`config.mk`:
```
export PLATFORM = sky130hd
export DESIGN_NAME = poly_voice_allocator
export DESIGN_NICKNAME = d
export VERILOG_FILES = /design/src/rtl/core/pva_pkg.sv /design/src/rtl/core/pva_cell.sv /design/src/rtl/core/pva_idle_fifo.sv /design/src/rtl/core/poly_voice_allocator.sv
export VERILOG_INCLUDE_DIRS = /design/src /design/src/rtl/core
export SDC_FILE = /design/constraint.sdc
export NUM_CORES = 1
export LEC_CHECK = 0
export ABC_AREA = 1
export BUFFER_PORTS_ARGS = -buffer_cell sky130_fd_sc_hd__buf_2
export CORE_MARGIN = 4
export CORE_UTILIZATION = 30
export CTS_CLUSTER_DIAMETER = 50
export DETAILED_ROUTE_END_ITERATION = 8
export PLACE_DENSITY = 0.44
export REMOVE_ABC_BUFFERS = 1
export SYNTH_ARGS = -nofsm -noshare
export SYNTH_HDL_FRONTEND = slang
export SYNTH_HIERARCHICAL = 1
export SYNTH_SLANG_ARGS = --single-unit
```
`constraint.sdc`:
```
create_clock -name clock -period 4.8 [get_ports clock]
set_input_delay 0.48 -clock clock [delete_from_list [all_inputs] [get_ports clock]]
set_output_delay 0.48 -clock clock [all_outputs]
set_load 0.02 [all_outputs]
```
`src/rtl/core/poly_voice_allocator_macros.svh`:
```
// Assertion shorthands for the allocator's top-level RTL file.
`ifndef POLY_VOICE_ALLOCATOR_MACROS_SVH
`define POLY_VOICE_ALLOCATOR_MACROS_SVH

// The condition holds at every clock edge outside reset.
`define PVA_ASSERT_ALWAYS(label, cond, msg) \
   label: assert property (@(posedge clock) disable iff (reset) (cond)) else $error(msg);

// The consequent holds in the same cycle as the antecedent.
`define PVA_ASSERT_IMPLIES(label, ante, cons, msg) \
   label: assert property (@(posedge clock) disable iff (reset) (ante) |-> (cons)) else $error(msg);

// The consequent holds in the cycle after the antecedent.
`define PVA_ASSERT_NEXT(label, ante, cons, msg) \
   label: assert property (@(posedge clock) disable iff (reset) (ante) |=> (cons)) else $error(msg);

`endif

```
`src/rtl/core/pva_pkg.sv`:
```
package pva_pkg;

   localparam int VOICES = 8;
   localparam int IDX_W = $clog2(VOICES);
   localparam int CNT_W = $clog2(VOICES + 1);
   localparam int IDX_SUM_W = CNT_W + 1;
   localparam int FUNC_W = 2;
   localparam int NOTE_W = 7;
   localparam int VOICE_FIELD_W = 3;

   typedef enum logic [FUNC_W-1:0] {
      FUNC_NOTE_ON     = 2'd0,
      FUNC_NOTE_OFF    = 2'd1,
      FUNC_SUSTAIN_ON  = 2'd2,
      FUNC_SUSTAIN_OFF = 2'd3
   } func_type;

   typedef enum logic {
      ACTION_STOP  = 1'b0,
      ACTION_START = 1'b1
   } action_type;

   typedef enum logic [1:0] {
      ST_IDLE,
      ST_DECIDE,
      ST_START,
      ST_SWEEP
   } state_type;

   typedef enum logic [1:0] {
      CELL_HOLD,
      CELL_FROM_PREV,
      CELL_FROM_NEXT
   } cell_op_type;

   typedef struct packed {
      logic [NOTE_W-1:0] note;
      logic [IDX_W-1:0]  voice;
      logic              held;
   } entry_type;

   typedef struct packed {
      cell_op_type op;
      logic        clr_held;
   } cell_ctl_type;

   typedef struct packed {
      logic             pop;
      logic             push;
      logic [IDX_W-1:0] push_voice;
   } idle_ctl_type;

   typedef struct packed {
      logic [IDX_W-1:0] head_voice;
      logic [CNT_W-1:0] count;
   } idle_stat_type;

   // Index of the lowest set bit; zero when no bit is set.
   function automatic logic [IDX_W-1:0] first_set(input logic [VOICES-1:0] vec);
      logic [IDX_W-1:0] idx;
      idx = '0;
      for (int i = VOICES - 1; i >= 0; i--) begin
         if (vec[i]) begin
            idx = IDX_W'(i);
         end
      end
      return idx;
   endfunction

endpackage

```
`src/rtl/core/pva_cell.sv`:
```
module pva_cell (
   input  logic                         clock,
   input  pva_pkg::cell_ctl_type        ctl,
   input  pva_pkg::entry_type           prev_entry,
   input  pva_pkg::entry_type           next_entry,
   input  logic [pva_pkg::NOTE_W-1:0]   key_note,
   output pva_pkg::entry_type           entry,
   output logic                         note_match,
   output logic                         released
);

   pva_pkg::entry_type entry_ff;
   pva_pkg::entry_type entry_in;

   always_comb begin
      case (ctl.op)
         pva_pkg::CELL_FROM_PREV: entry_in = prev_entry;
         pva_pkg::CELL_FROM_NEXT: entry_in = next_entry;
         default:                 entry_in = entry_ff;
      endcase
      if (ctl.clr_held) begin
         entry_in.held = 1'b0;
      end
   end

   always_ff @(posedge clock) begin
      entry_ff <= entry_in;
   end

   assign entry      = entry_ff;
   assign note_match = (entry_ff.note == key_note);
   assign released   = !entry_ff.held;

endmodule

```
`src/rtl/core/pva_idle_fifo.sv`:
```
module pva_idle_fifo (
   input  logic                    clock,
   input  logic                    reset,
   input  pva_pkg::idle_ctl_type   ctl,
   output pva_pkg::idle_stat_type  stat
);

   logic [pva_pkg::IDX_W-1:0]     queue_ff [pva_pkg::VOICES];
   logic [pva_pkg::IDX_W-1:0]     head_ff;
   logic [pva_pkg::IDX_W-1:0]     head_in;
   logic [pva_pkg::CNT_W-1:0]     count_ff;
   logic [pva_pkg::CNT_W-1:0]     count_in;
   logic [pva_pkg::IDX_SUM_W-1:0] tail_sum;
   logic [pva_pkg::IDX_W-1:0]     tail;

   always_comb begin
      tail_sum = pva_pkg::IDX_SUM_W'(head_ff) + pva_pkg::IDX_SUM_W'(count_ff);
      if (tail_sum >= pva_pkg::IDX_SUM_W'(pva_pkg::VOICES)) begin
         tail = pva_pkg::IDX_W'(tail_sum - pva_pkg::IDX_SUM_W'(pva_pkg::VOICES));
      end else begin
         tail = pva_pkg::IDX_W'(tail_sum);
      end
   end

   always_comb begin
      head_in  = head_ff;
      count_in = count_ff;
      if (ctl.pop) begin
         if (head_ff == pva_pkg::IDX_W'(pva_pkg::VOICES - 1)) begin
            head_in = '0;
         end else begin
            head_in = head_ff + pva_pkg::IDX_W'(1);
         end
         count_in = count_ff - pva_pkg::CNT_W'(1);
      end else if (ctl.push) begin
         count_in = count_ff + pva_pkg::CNT_W'(1);
      end
   end

   always_ff @(posedge clock) begin
      if (reset) begin
         head_ff  <= '0;
         count_ff <= pva_pkg::CNT_W'(pva_pkg::VOICES);
         for (int i = 0; i < pva_pkg::VOICES; i++) begin
            queue_ff[i] <= pva_pkg::IDX_W'(i);
         end
      end else begin
         head_ff  <= head_in;
         count_ff <= count_in;
         if (ctl.push && !ctl.pop) begin
            queue_ff[tail] <= ctl.push_voice;
         end
      end
   end

   assign stat.head_voice = queue_ff[head_ff];
   assign stat.count      = count_ff;

endmodule

```
`src/rtl/core/poly_voice_allocator.sv`:
```
// Voice allocator: each key or sustain event answers with zero or more voice commands, one
// word per command, with last set on the final one. The block takes one event at a time and
// holds req_stall high until the event's commands are all in the output register. An event
// is registered on entry and then decided, and a start after a retrigger or a steal passes
// through a further start state. A sustain-off walks the playing list one released voice per
// cycle while the output register can take a word. The playing list is a row of cells that
// shift toward the older end on a new note and toward the newer end when a voice leaves;
// free voices wait in a small FIFO.
module poly_voice_allocator (
   input  logic                              clock,
   input  logic                              reset,
   input  logic                              req_valid,
   output logic                              req_stall,
   input  logic [pva_pkg::FUNC_W-1:0]        req_func,
   input  logic [pva_pkg::NOTE_W-1:0]        req_note,
   output logic                              rsp_valid,
   input  logic                              rsp_stall,
   output logic                              rsp_action,
   output logic [pva_pkg::VOICE_FIELD_W-1:0] rsp_voice,
   output logic [pva_pkg::NOTE_W-1:0]        rsp_voice_note,
   output logic                              rsp_last
);

`include "poly_voice_allocator_macros.svh"

   pva_pkg::state_type     state_ff;
   pva_pkg::state_type     state_in;
   pva_pkg::func_type      func_ff;
   logic [pva_pkg::NOTE_W-1:0] note_ff;
   logic [pva_pkg::CNT_W-1:0]  count_ff;
   logic [pva_pkg::CNT_W-1:0]  count_in;
   logic                       sustain_ff;
   logic                       sustain_in;
   logic [pva_pkg::IDX_W-1:0]  start_voice_ff;
   logic [pva_pkg::IDX_W-1:0]  start_voice_in;

   logic                                rsp_valid_ff;
   pva_pkg::action_type                 rsp_action_ff;
   logic [pva_pkg::VOICE_FIELD_W-1:0]   rsp_voice_ff;
   logic [pva_pkg::NOTE_W-1:0]          rsp_voice_note_ff;
   logic                                rsp_last_ff;

   pva_pkg::entry_type     cell_entry [pva_pkg::VOICES];
   pva_pkg::cell_ctl_type  cell_ctl   [pva_pkg::VOICES];
   logic [pva_pkg::VOICES-1:0] match_raw;
   logic [pva_pkg::VOICES-1:0] released_raw;
   logic [pva_pkg::VOICES-1:0] occupied;
   logic [pva_pkg::VOICES-1:0] note_hit;
   logic [pva_pkg::VOICES-1:0] cand;
   pva_pkg::entry_type     new_entry;

   pva_pkg::idle_ctl_type  idle_ctl;
   pva_pkg::idle_stat_type idle_stat;

   logic                       out_free;
   logic                       hit;
   logic                       idle_avail;
   logic                       sweep_last;
   logic [pva_pkg::IDX_W-1:0]  pos;
   logic [pva_pkg::IDX_W-1:0]  last_idx;
   logic [pva_pkg::IDX_W-1:0]  sel_idx;
   logic [pva_pkg::IDX_W-1:0]  sel_voice;

   logic                       ins_en;
   logic [pva_pkg::IDX_W-1:0]  ins_limit;
   logic                       rem_en;
   logic [pva_pkg::IDX_W-1:0]  rem_pos;
   logic                       clr_en;
   logic [pva_pkg::IDX_W-1:0]  new_voice;
   logic                       emit;
   pva_pkg::action_type        emit_action;
   logic [pva_pkg::IDX_W-1:0]  emit_voice;
   logic [pva_pkg::NOTE_W-1:0] emit_note;
   logic                       emit_last;

   assign new_entry = '{note: note_ff, voice: new_voice, held: 1'b1};

   for (genvar i = 0; i < pva_pkg::VOICES; i++) begin : g_cell
      pva_pkg::entry_type prev_entry;
      pva_pkg::entry_type next_entry;

      if (i == 0) begin : g_first
         assign prev_entry = new_entry;
      end else begin : g_inner
         assign prev_entry = cell_entry[i-1];
      end

      if (i == pva_pkg::VOICES - 1) begin : g_last
         assign next_entry = '0;
      end else begin : g_upper
         assign next_entry = cell_entry[i+1];
      end

      assign occupied[i] = (pva_pkg::CNT_W'(i) < count_ff);

      always_comb begin
         if (ins_en && (pva_pkg::IDX_W'(i) <= ins_limit)) begin
            cell_ctl[i].op = pva_pkg::CELL_FROM_PREV;
         end else if (rem_en && (pva_pkg::IDX_W'(i) >= rem_pos)) begin
            cell_ctl[i].op = pva_pkg::CELL_FROM_NEXT;
         end else begin
            cell_ctl[i].op = pva_pkg::CELL_HOLD;
         end
         cell_ctl[i].clr_held = clr_en && (pva_pkg::IDX_W'(i) == pos);
      end

      pva_cell u_cell (
         .clock      (clock),
         .ctl        (cell_ctl[i]),
         .prev_entry (prev_entry),
         .next_entry (next_entry),
         .key_note   (note_ff),
         .entry      (cell_entry[i]),
         .note_match (match_raw[i]),
         .released   (released_raw[i])
      );
   end

   pva_idle_fifo u_idle_fifo (
      .clock (clock),
      .reset (reset),
      .ctl   (idle_ctl),
      .stat  (idle_stat)
   );

   assign note_hit   = match_raw & occupied;
   assign cand       = released_raw & occupied;
   assign hit        = |note_hit;
   assign pos        = pva_pkg::first_set(note_hit);
   assign last_idx   = pva_pkg::IDX_W'(count_ff - pva_pkg::CNT_W'(1));
   assign idle_avail = (idle_stat.count != '0);
   assign sweep_last = ~|(cand & (cand - pva_pkg::VOICES'(1)));
   assign out_free   = !rsp_valid_ff || !rsp_stall;

   always_comb begin
      if (state_ff == pva_pkg::ST_SWEEP) begin
         sel_idx = pva_pkg::first_set(cand);
      end else if (hit) begin
         sel_idx = pos;
      end else begin
         sel_idx = last_idx;
      end
   end

   assign sel_voice = cell_entry[sel_idx].voice;

   always_comb begin
      state_in = state_ff;
      case (state_ff)
         pva_pkg::ST_IDLE: begin
            if (req_valid) begin
               state_in = pva_pkg::ST_DECIDE;
            end
         end
         pva_pkg::ST_DECIDE: begin
            case (func_ff)
               pva_pkg::FUNC_NOTE_ON: begin
                  if (out_free) begin
                     state_in = (hit || !idle_avail) ? pva_pkg::ST_START : pva_pkg::ST_IDLE;
                  end
               end
               pva_pkg::FUNC_NOTE_OFF: begin
                  if (!hit || sustain_ff || out_free) begin
                     state_in = pva_pkg::ST_IDLE;
                  end
               end
               pva_pkg::FUNC_SUSTAIN_OFF: state_in = pva_pkg::ST_SWEEP;
               default:                   state_in = pva_pkg::ST_IDLE;
            endcase
         end
         pva_pkg::ST_START: begin
            if (out_free) begin
               state_in = pva_pkg::ST_IDLE;
            end
         end
         pva_pkg::ST_SWEEP: begin
            if (!(|cand) || (out_free && sweep_last)) begin
               state_in = pva_pkg::ST_IDLE;
            end
         end
         default: state_in = pva_pkg::ST_IDLE;
      endcase
   end

   always_comb begin
      ins_en              = 1'b0;
      ins_limit           = pos;
      rem_en              = 1'b0;
      rem_pos             = pos;
      clr_en              = 1'b0;
      new_voice           = sel_voice;
      idle_ctl.pop        = 1'b0;
      idle_ctl.push       = 1'b0;
      idle_ctl.push_voice = sel_voice;
      emit                = 1'b0;
      emit_action         = pva_pkg::ACTION_STOP;
      emit_voice          = sel_voice;
      emit_note           = '0;
      emit_last           = 1'b1;
      count_in            = count_ff;
      sustain_in          = sustain_ff;
      start_voice_in      = start_voice_ff;
      case (state_ff)
         pva_pkg::ST_DECIDE: begin
            case (func_ff)
               pva_pkg::FUNC_NOTE_ON: begin
                  if (out_free) begin
                     ins_en = 1'b1;
                     emit   = 1'b1;
                     if (hit) begin
                        ins_limit      = pos;
                        emit_last      = 1'b0;
                        start_voice_in = sel_voice;
                     end else if (idle_avail) begin
                        new_voice    = idle_stat.head_voice;
                        idle_ctl.pop = 1'b1;
                        ins_limit    = pva_pkg::IDX_W'(count_ff);
                        count_in     = count_ff + pva_pkg::CNT_W'(1);
                        emit_action  = pva_pkg::ACTION_START;
                        emit_voice   = idle_stat.head_voice;
                        emit_note    = note_ff;
                     end else begin
                        ins_limit      = last_idx;
                        emit_last      = 1'b0;
                        start_voice_in = sel_voice;
                     end
                  end
               end
               pva_pkg::FUNC_NOTE_OFF: begin
                  if (hit && sustain_ff) begin
                     clr_en = 1'b1;
                  end else if (hit && out_free) begin
                     rem_en        = 1'b1;
                     count_in      = count_ff - pva_pkg::CNT_W'(1);
                     idle_ctl.push = 1'b1;
                     emit          = 1'b1;
                  end
               end
               pva_pkg::FUNC_SUSTAIN_ON:  sustain_in = 1'b1;
               pva_pkg::FUNC_SUSTAIN_OFF: sustain_in = 1'b0;
               default: ;
            endcase
         end
         pva_pkg::ST_START: begin
            if (out_free) begin
               emit        = 1'b1;
               emit_action = pva_pkg::ACTION_START;
               emit_voice  = start_voice_ff;
               emit_note   = note_ff;
            end
         end
         pva_pkg::ST_SWEEP: begin
            if ((|cand) && out_free) begin
               rem_en        = 1'b1;
               rem_pos       = sel_idx;
               count_in      = count_ff - pva_pkg::CNT_W'(1);
               idle_ctl.push = 1'b1;
               emit          = 1'b1;
               emit_last     = sweep_last;
            end
         end
         default: ;
      endcase
   end

   always_ff @(posedge clock) begin
      if (reset) begin
         state_ff     <= pva_pkg::ST_IDLE;
         count_ff     <= '0;
         sustain_ff   <= 1'b0;
         rsp_valid_ff <= 1'b0;
      end else begin
         state_ff   <= state_in;
         count_ff   <= count_in;
         sustain_ff <= sustain_in;
         if (emit) begin
            rsp_valid_ff <= 1'b1;
         end else if (!rsp_stall) begin
            rsp_valid_ff <= 1'b0;
         end
      end
   end

   always_ff @(posedge clock) begin
      start_voice_ff <= start_voice_in;
      if (req_valid && !req_stall) begin
         func_ff <= pva_pkg::func_type'(req_func);
         note_ff <= req_note;
      end
      if (emit) begin
         rsp_action_ff     <= emit_action;
         rsp_voice_ff      <= pva_pkg::VOICE_FIELD_W'(emit_voice);
         rsp_voice_note_ff <= emit_note;
         rsp_last_ff       <= emit_last;
      end
   end

   assign req_stall      = (state_ff != pva_pkg::ST_IDLE);
   assign rsp_valid      = rsp_valid_ff;
   assign rsp_action     = rsp_action_ff;
   assign rsp_voice      = rsp_voice_ff;
   assign rsp_voice_note = rsp_voice_note_ff;
   assign rsp_last       = rsp_last_ff;

   `PVA_ASSERT_ALWAYS(a_voices_conserved,
      (pva_pkg::IDX_SUM_W'(count_ff) + pva_pkg::IDX_SUM_W'(idle_stat.count))
         == pva_pkg::IDX_SUM_W'(pva_pkg::VOICES),
      "every voice must be either playing or idle")
   `PVA_ASSERT_ALWAYS(a_note_unique, $onehot0(note_hit),
      "a note may occupy at most one list entry")
   `PVA_ASSERT_IMPLIES(a_stop_before_start,
      (state_ff == pva_pkg::ST_START) && rsp_valid_ff, !rsp_last_ff,
      "a pending start must follow a stop word that is not last")
   `PVA_ASSERT_NEXT(a_accept_decides, req_valid && !req_stall,
      state_ff == pva_pkg::ST_DECIDE, "an accepted event must be decided in the next cycle")

endmodule
```
### Yosys cells after proc, flatten, opt, wreduce, memory -nomap -nowiden

Memories as Yosys holds them, arrays and structs flattened. A register that Yosys moved wholly into a read port is not among the register bits.
Cells that the tools add are included.

* register bits after elaboration: 127
* bits in writable memories: 24
* word-level logic and storage cells: 325
* memories: 1

Memory list
* u_idle_fifo.queue_ff: words 8, bits a word 3, rd ports 1, clocked after memory_dff 1, wr ports 8, RTL line pva_idle_fifo.sv:8 `logic [pva_pkg::IDX_W-1:0] queue_ff [pva_pkg::VOICES];`

* $add $sub $neg: 8
* magnitude comparators: 26
* eq/ne operators: 51
* mux-type cells: 123
* bitwise logic cells: 4
* reductions and logical operators: 75

Operators with widths (count)
* one-hot mux 11 bit (2 select lines): 8
* two-way mux 3 bit: 39
* == test 7 bit: 8
* two-way mux 2 bit: 22
* two-way mux 4 bit: 10
* two-way mux 7 bit: 5
* binary-select mux 11 bit (select 3 bit): 1
* logical AND 1 bit: 30
* two-way mux 1 bit: 26
* AND 8 bit: 3
* == test 2 bit (second input constant): 12
* nonzero test 2 bit: 12
* OR reduction 8 bit: 3
* == test 2 x 1 -> 1 bit (second input constant): 10
* inequality test 3 bit (second input constant): 6
* zero test 1 bit: 16
* less-than comparator 3 x 4 -> 1 bit (first input constant): 4
* one-hot mux 4 bit (2 select lines): 2
* one-hot mux 7 bit (2 select lines): 1
* == test 3 bit (first input constant): 4
* greater-or-equal comparator 3 bit (first input constant): 4
* less-or-equal comparator 3 bit (first input constant): 4
* one-hot mux 1 bit (2 select lines): 5
* adder 4 x 1 -> 4 bit (second input constant): 2
* other kinds (33): 50

### Longest topological paths before layout

Gate-level depths: netlist of run 1.

* word-level depth: 22
* depth in mapped cells: 25
* mapped depth without buffers: 24

### Modules after synthesis

The synthesis of run 1 kept the hierarchy.

Modules (own cells, without submodules)
* pva_cell: times used 8, cells each 67, area each 671.9 sq um
* poly_voice_allocator: times used 1, cells each 409, area each 2755.1 sq um
* pva_idle_fifo: times used 1, cells each 199, area each 1778.0 sq um

### Worst setup path before layout of run 1

No wires, ideal clock.

* path kind: register -> register
* start: register note_ff[2] (netlist bit)
* end: register g_cell[0].u_cell.entry_ff, in the netlist g_cell[0].u_cell/entry[1] (data pin)
* library setup time: 260 ps
* arrival: 2859 ps
* data required time: 4540 ps
* slack: 1680 ps
* cell stages (with the launch flop): 19
* clock period less this slack: 3120 ps
* path through: edfxtp_1 > inv_1 > nand2_1 > nand2_1 > nor2_1 > nand2_1 > nor2_1 > nand3_2 > nand2_1 > nor2_4 > nand2_2 > nand2_2 > or4_1 > nand2_2 > nand3_2 > nor3b_2 > ha_1 > buf_6 > mux2_4

RTL lines
* start, declared: RTL line poly_voice_allocator.sv:29 `logic [pva_pkg::NOTE_W-1:0] note_ff;`
* start signal, assigned: RTL line poly_voice_allocator.sv:288 `note_ff <= req_note;`
* end signal, assigned: RTL line pva_cell.sv:27 `entry_ff <= entry_in;`
* end, declared: RTL line pva_cell.sv:12 `pva_pkg::entry_type entry_ff;`

==> metrics.txt, run 1 <==
GRT Util Overall 0.147; Worst Hold Class in2reg; drt drc 0; overall routed net length 26000 um; Nets 1231; Port Buffers 26; worst r2r src note_ff[0]$_DFFE_PP_; initial drt markers 479; Highest Clock Rate 0.250 GHz; die extent in x 190 um; post-route ant nets 0; post-CTS setup buffer count 0; CP Data Arrival Time 4.19 ns; number of fill cells in the layout 3413; DIE AREA 36000 sq um; register area 4360 sq um; grt total ovfl 0; Row Count 66; Hold-fix buffers, CTS 0; Setup-failing EPs final 0; die height 190 um; FF-to-FF End g_cell[4].u_cell/entry[10]$_DFFE_PP_; crit path from note_ff[0]$_DFFE_PP_; dominant cells by area after synthesis edfxtp_1 (39%), nand2_1 (11%), mux2_4 (9.7%); Synth Area per Inst 8.66 sq um; worst min-delay path endpoint func_ff[0]$_DFFE_PP_; Top FF cell, synth edfxtp_1; Min Clock Period, post-route 4.01 ns; CTS H-tree depth 4; Post-Route M1 WL 12000 um; DP Wirelength 20000 um; Yosys reg bits 154; Lkg Pwr 5.13 nW; area of the multi-input gates 4570 sq um; commonest non-fill, non-tap cell in the layout nand2_1; dpl cells 1613; routed len/inst 15.8 um; antenna diode count 0; Num CTS Buffers 17; Clock Root Buffer clkbuf_16; clk slew on worst S/H paths 0.07 ns; area leader, netlist edfxtp_1; largest net degree at the start of global routing 19; Layout area overhead 12.1%; CP Capture Type register; first-pass detailed-route iteration total 7; Top Layer Used met4; final period utilization 0.835; post-synth cell types 47; Worst Skew 0.0118 ns; Worst Path Required 4.98 ns; wire length on met3 503 um; Final Instance Count excl. Fillers 1645; Final Hold Vio Count 0; PD cells 352 nW/um^2; first-pass GRT wire length 40900 um; hold depth 1; worst-path fanout max 12; outcome complete, no violations; CTS tree yes; sequential area share after synthesis 0.440; synthesized instance count 1144; vias in the first global route 7201; DP Worst Slack 0.785 ns; Post-synth EDFFs 128; via count 7236; Max Cap Viol 0; final setup margin 0.793 ns; Slew headroom 0.414; antenna violations before repair 0; Pwr Total 3.92 mW; CTS resizes 0; met2 wire len 13200 um; Fin Setup TNS 0 ns; most frequent cells in the layout nand2_1 (278), inv_1 (209), edfxtp_1 (128), nor2_1 (118), nand3_1 (65); Starting Density 0.305; # IOs 27; layout cell share with drive strength beyond 1 0.185; Slew Limit Fails 0; Final Core Density 0.341; Startpoint Class register; worst skew pair latency 0.43 ns; CTS Sinks 154; hold_sp req_func[0]; Reg2Reg Setup Slack 0.79 ns; Mapped Area 9910 sq um; Worst Tran Pin Value 0.873 ns; asr flop ratio synth 0; Final Wtd Congestion 0.815; WS Path Type reg2reg; maximum buffer depth of the clock tree 2; top cell type's share of synthesized area 0.388; RSZ-0062 raised after global routing false; Worst VDD drop 0.247 mV; R2R cell count 17; Synth Warn # 6; vias per cell 4.40; core area 32500 sq um
per-layer routing:
| metal | up-vias | global-route usage |
|---|---|---|
| met5 | - | 0 |
| met4 | 0 | 0.0362 |
| met3 | 21 | 0.0240 |
| met2 | 90 | 0.261 |
| met1 | 3380 | 0.187 |
| li1 | 3745 | - |
metrics by stage:
step                      hold slack (ns)  cell area (sq um)
after global routing                0.208              11100
after floorplan                     0.471               9770
final                               0.223              11100
after detailed placement            0.506              10500
after CTS                           0.203              11100
after global placement              0.510              10500
worst max-delay path: stages (launching register included):
cell and delay (ns):
edfxtp_1 0.57, buf_4 0.24, nor2_1 0.10, nor2_1 0.06
nor2_1 0.13, nand2_1 0.11, nor2_1 0.18, nand2_1 0.08
nand2_1 0.14, nor2_4 0.08, nand2_2 0.09, nand2_2 0.07
or4_1 0.42, nand2_2 0.17, o21ai_1 0.11, nor3_1 0.17
ha_1 0.64, mux2_2 0.40
state kept, by name, summed over array words and instances, names as in the netlist, 3 cells and up, named ones only:
register / cells
note_ff: 7
rsp_voice: 3
rsp_voice_note: 7
g_cell.u_cell/entry: 88
start_voice_ff: 3
u_idle_fifo/count_ff: 4
count_ff: 4
u_idle_fifo/head_ff: 3
u_idle_fifo/queue_ff: 24
cell usage after synthesis (12+ instances only):
| cell type | count |
|---|---|
| inv_1 | 209 |
| mux2_2 | 16 |
| edfxtp_1 | 128 |
| a21oi_1 | 30 |
| nor2_1 | 118 |
| nand3_1 | 65 |
| buf_6 | 12 |
| ha_1 | 26 |
| mux2_4 | 64 |
| nand2_2 | 21 |
| dfxtp_1 | 26 |
| nand2_1 | 278 |
| o21ai_0 | 37 |
| o21ai_2 | 16 |
where the power goes:
group          total (mW)  leakage [nW]  internal [mW]  switching, mW
Combinational       0.891          3.49          0.306          0.585
Clock                1.37         0.281          0.776          0.597
Sequential           1.65          1.36           1.55         0.0979
Total                3.92          5.13           2.64           1.28
final cells by class:
cell class	count	area share
Sequential cell	154	0.393
Multi-Input combinational cell	760	0.412
Inverter	220	0.0746
Tap cell	442	0.0498
Timing Repair Buffer	37	0.0191
Clock buffer	20	0.0393
Clock inverter	12	0.0127
worst max-delay path by stage:
stage / to / slack [ns]
detailed placement: g_cell[4].u_cell/entry[10]$_DFFE_PP_ / 0.78
finish: g_cell[4].u_cell/entry[10]$_DFFE_PP_ / 0.79
CTS: g_cell[4].u_cell/entry[10]$_DFFE_PP_ / 0.76
floorplan: g_cell[0].u_cell/entry[10]$_DFFE_PP_ / 1.45
global route: g_cell[4].u_cell/entry[9]$_DFFE_PP_ / 0.37
global placement: g_cell[4].u_cell/entry[10]$_DFFE_PP_ / 0.84
kinds of logic after synthesis:
kind of cell	after synthesis	share of synthesized area
and+or+nand+nor	527	0.234
buffers and inverters	240	0.102
DFF	154	0.440
AOI/OAI and AO/OA	101	0.0600
muxes	80	0.115
adders and majority gates	28	0.0369
xor gates and xnor gates	12	0.0106
other	2	0.000758
No activity file was read; power rests on OpenSTA's default activity.
==> run 2: changes to the inputs <==
ABC_AREA = 0   (was 1)
clock period = 3.69 ns   (was 4.8 ns; I/O delays follow)
==> run 2 against run 1 <==
Clock power grew 15%. Critical endpoint is now g_cell[4].u_cell/entry[9]$_DFFE_PP_. Final cell count is 15% lower. Count of clock-buffer cells in the layout decreased by 2. Largest cell class unchanged. Sequential power is 20% higher. Worst hold slack got worse by 0.12 ns. Synthesized area is 5.3% lower. Maximum frequency rose by 9.7%.
==> metrics.txt, run 2 <==
outcome complete, no violations; Worst Skew 0.0196 ns; combinational power share 0.197; Yosys reg bits 154; Min Clock Period, post-route 3.65 ns; DP Wirelength 20600 um; Worst Tran Pin Value 0.748 ns; Final Wtd Congestion 0.880; hold_sp req_note[4]; Max Cap Viol 0; worst skew pair latency 0.44 ns; Slew headroom 0.501; CP Capture Type register; Commonest cells post-synth edfxtp_1 (128), mux2_4 (72), nor2_1 (51); Final Instance Count excl. Fillers 1393; Slowest-stage cell, CP edfxtp_1; Worst path max stage delay 0.39 ns; Pwr Total 4.44 mW; Synth Area per Inst 11.9 sq um; dpl cells 1340; final setup margin 0.0382 ns; post-route ant nets 0; drt drc 0; Hold-fix buffers, CTS 0; Setup-failing EPs final 0; Nets 1027; first-pass GRT wire length 41300 um; maximum buffer depth of the clock tree 2; Switch Pwr 1.24 mW; WS Path Type reg2reg; crit path from note_ff[1]$_DFFE_PP_; PD cells 361 nW/um^2; CTS H-tree depth 4; DIE AREA 34200 sq um; Top Layer Used met4; Starting Density 0.305; CTS tree yes; P_int 3.20 mW; Largest register FFs 88; Worst VDD drop 0.277 mV; most frequent cells in the layout buf_4 (144), edfxtp_1 (128), mux2_4 (74), nor2_1 (46), inv_1 (45); asr flop ratio synth 0; Fin Setup TNS 0 ns; CP Cell Sequence buf_4, buf_4, xnor2_2, nand4_1, nor4_2, buf_4, nand3_1, nand4_1, buf_4, o21ai_1, o21a_1, buf_4, nor3_2, ha_2, buf_12, mux2_2; Clock Root Buffer clkbuf_16; vias per cell 5.03; Post-synth EDFFs 128; antenna violations before repair 0; Synth Warn # 6; die height 185 um; Final Core Density 0.399; grt total ovfl 0; top cell type's share of synthesized area 0.409; overall routed net length 27500 um; final period utilization 0.990; vias in the first global route 6848; Highest Clock Rate 0.274 GHz; part of the power in registers 0.446; largest net degree at the start of global routing 30; initial drt markers 368; routed len/inst 19.7 um; RSZ-0062 raised after global routing true; post-synth cell types 77; die extent in x 185 um; GRT Util Overall 0.159; met2 wire len 13400 um; Worst Hold Class in2reg; CP Data Arrival Time 3.84 ns; clk slew on worst S/H paths 0.06 ns; via count 7012; dominant cells by area after synthesis edfxtp_1 (41%), mux2_4 (12%), dfxtp_1 (5.5%); cell repeated most along the worst path buf_4; Mapped Area 9390 sq um; synthesized instance count 790; Slew Limit Fails 0; sequential area share after synthesis 0.465; Top FF cell, synth edfxtp_1; Clk pwr share 0.357; Worst Path Required 3.88 ns; commonest non-fill, non-tap cell in the layout buf_4; first-pass detailed-route iteration total 5; Layout area overhead 30.8%; Num CTS Buffers 17; layout cell share with drive strength beyond 1 0.421; Lkg Pwr 4.72 nW; Post-Route M1 WL 12900 um; Startpoint Class register; worst r2r src note_ff[1]$_DFFE_PP_; DP Worst Slack -0.163 ns; Final Hold Vio Count 0; antenna diode count 0; switching fraction of total power 0.279; worst-path fanout max 11; top-count cell post-synth edfxtp_1; # IOs 27; Port Buffers 26; area leader, netlist edfxtp_1; wire length on met3 887 um; CTS Sinks 154; core area 30700 sq um; Row Count 64
run 2: cell types whose count changed after synthesis, moves of 13 or more:
cell	change
nand3_1	-43
nor2b_1	+15
nor2_1	-67
xnor2_1	+30
inv_1	-160
xor2_1	+23
a211oi_2	+16
and2_1	+13
nand2_1	-235
o21ai_2	-14
nand2_2	-21
o21ai_0	-15
run 2: final timing paths:
path,end,slack [ns],cells past startpoint
worst max register to register,g_cell[4].u_cell/entry[9]$_DFFE_PP_,0.04,16
worst min register to register,u_idle_fifo/count_ff[2]$_SDFFE_PP0P_,0.52,2
worst min-delay path,note_ff[4]$_DFFE_PP_,0.11,1
worst max-delay path,g_cell[4].u_cell/entry[9]$_DFFE_PP_,0.04,16
run 2: what timing repair did:
item,CTS,global route
pin swaps,2,31
resized for setup,10,88
buffers inserted,5,17
gates cloned,0,2
setup endpoints to repair,102,213
run 2: routing by layer:
layer  vias to the layer above  GRT usage
met5                         -          0
met4                         0     0.0311
met3                        15     0.0273
met2                       145      0.268
met1                      3543      0.217
li1                       3309          -
run 2: critical path: cells and delay by family (launching register included):
family                     cells  cell delay [ns]
adders and majority gates      1             0.22
buffers and inverters          6             0.99
DFF                            1             0.39
muxes                          1             0.34
AOI/OAI and AO/OA              2             0.36
xor gates and xnor gates       1             0.15
and+or+nand+nor                5             0.95
run 2: kinds of logic (layout without fill, tap and decap cells):
| group | Yosys count | count (layout) | share of synthesized area |
|---|---|---|---|
| AND/OR/NAND/NOR | 231 | 231 | 0.130 |
| AO/OA/AOI/OAI | 139 | 139 | 0.113 |
| adder cells (fa/ha/maj) | 28 | 28 | 0.0389 |
| multiplexers | 94 | 94 | 0.148 |
| buffers and inverters | 76 | 273 | 0.0408 |
| other | 2 | 12 | 0.000800 |
| XOR/XNOR | 66 | 66 | 0.0633 |
| flip-flops | 154 | 154 | 0.465 |
run 2: final cells by class:
class	instances	area, sq um
fill	3018	18500
multi-input combinational	570	5060
sequential	154	4360
timing repair buffer	193	1660
tap	396	495
clock buffer	18	429
inverter	50	188
clock inverter	12	78.8
run 2: power by group through the flow:
stage / clock network [mW] / logic [mW] / registers, mW
4_1_cts: 1.63 / 0.791 / 1.98
3_3_place_gp: 0 / 0.772 / 2.02
6_report: 1.58 / 0.875 / 1.98
3_5_place_dp: 0 / 0.769 / 2.02
5_1_grt: 1.70 / 0.945 / 1.98
2_1_floorplan: 0 / 0.419 / 2.02
run 2: stage by stage:
stage	hold WS [ns]	area (sq um)
after floorplan	0.438	9230
after detailed placement	0.519	11200
after global placement	0.513	11200
after CTS	0.0875	11700
final	0.107	12300
after global routing	0.0857	12300
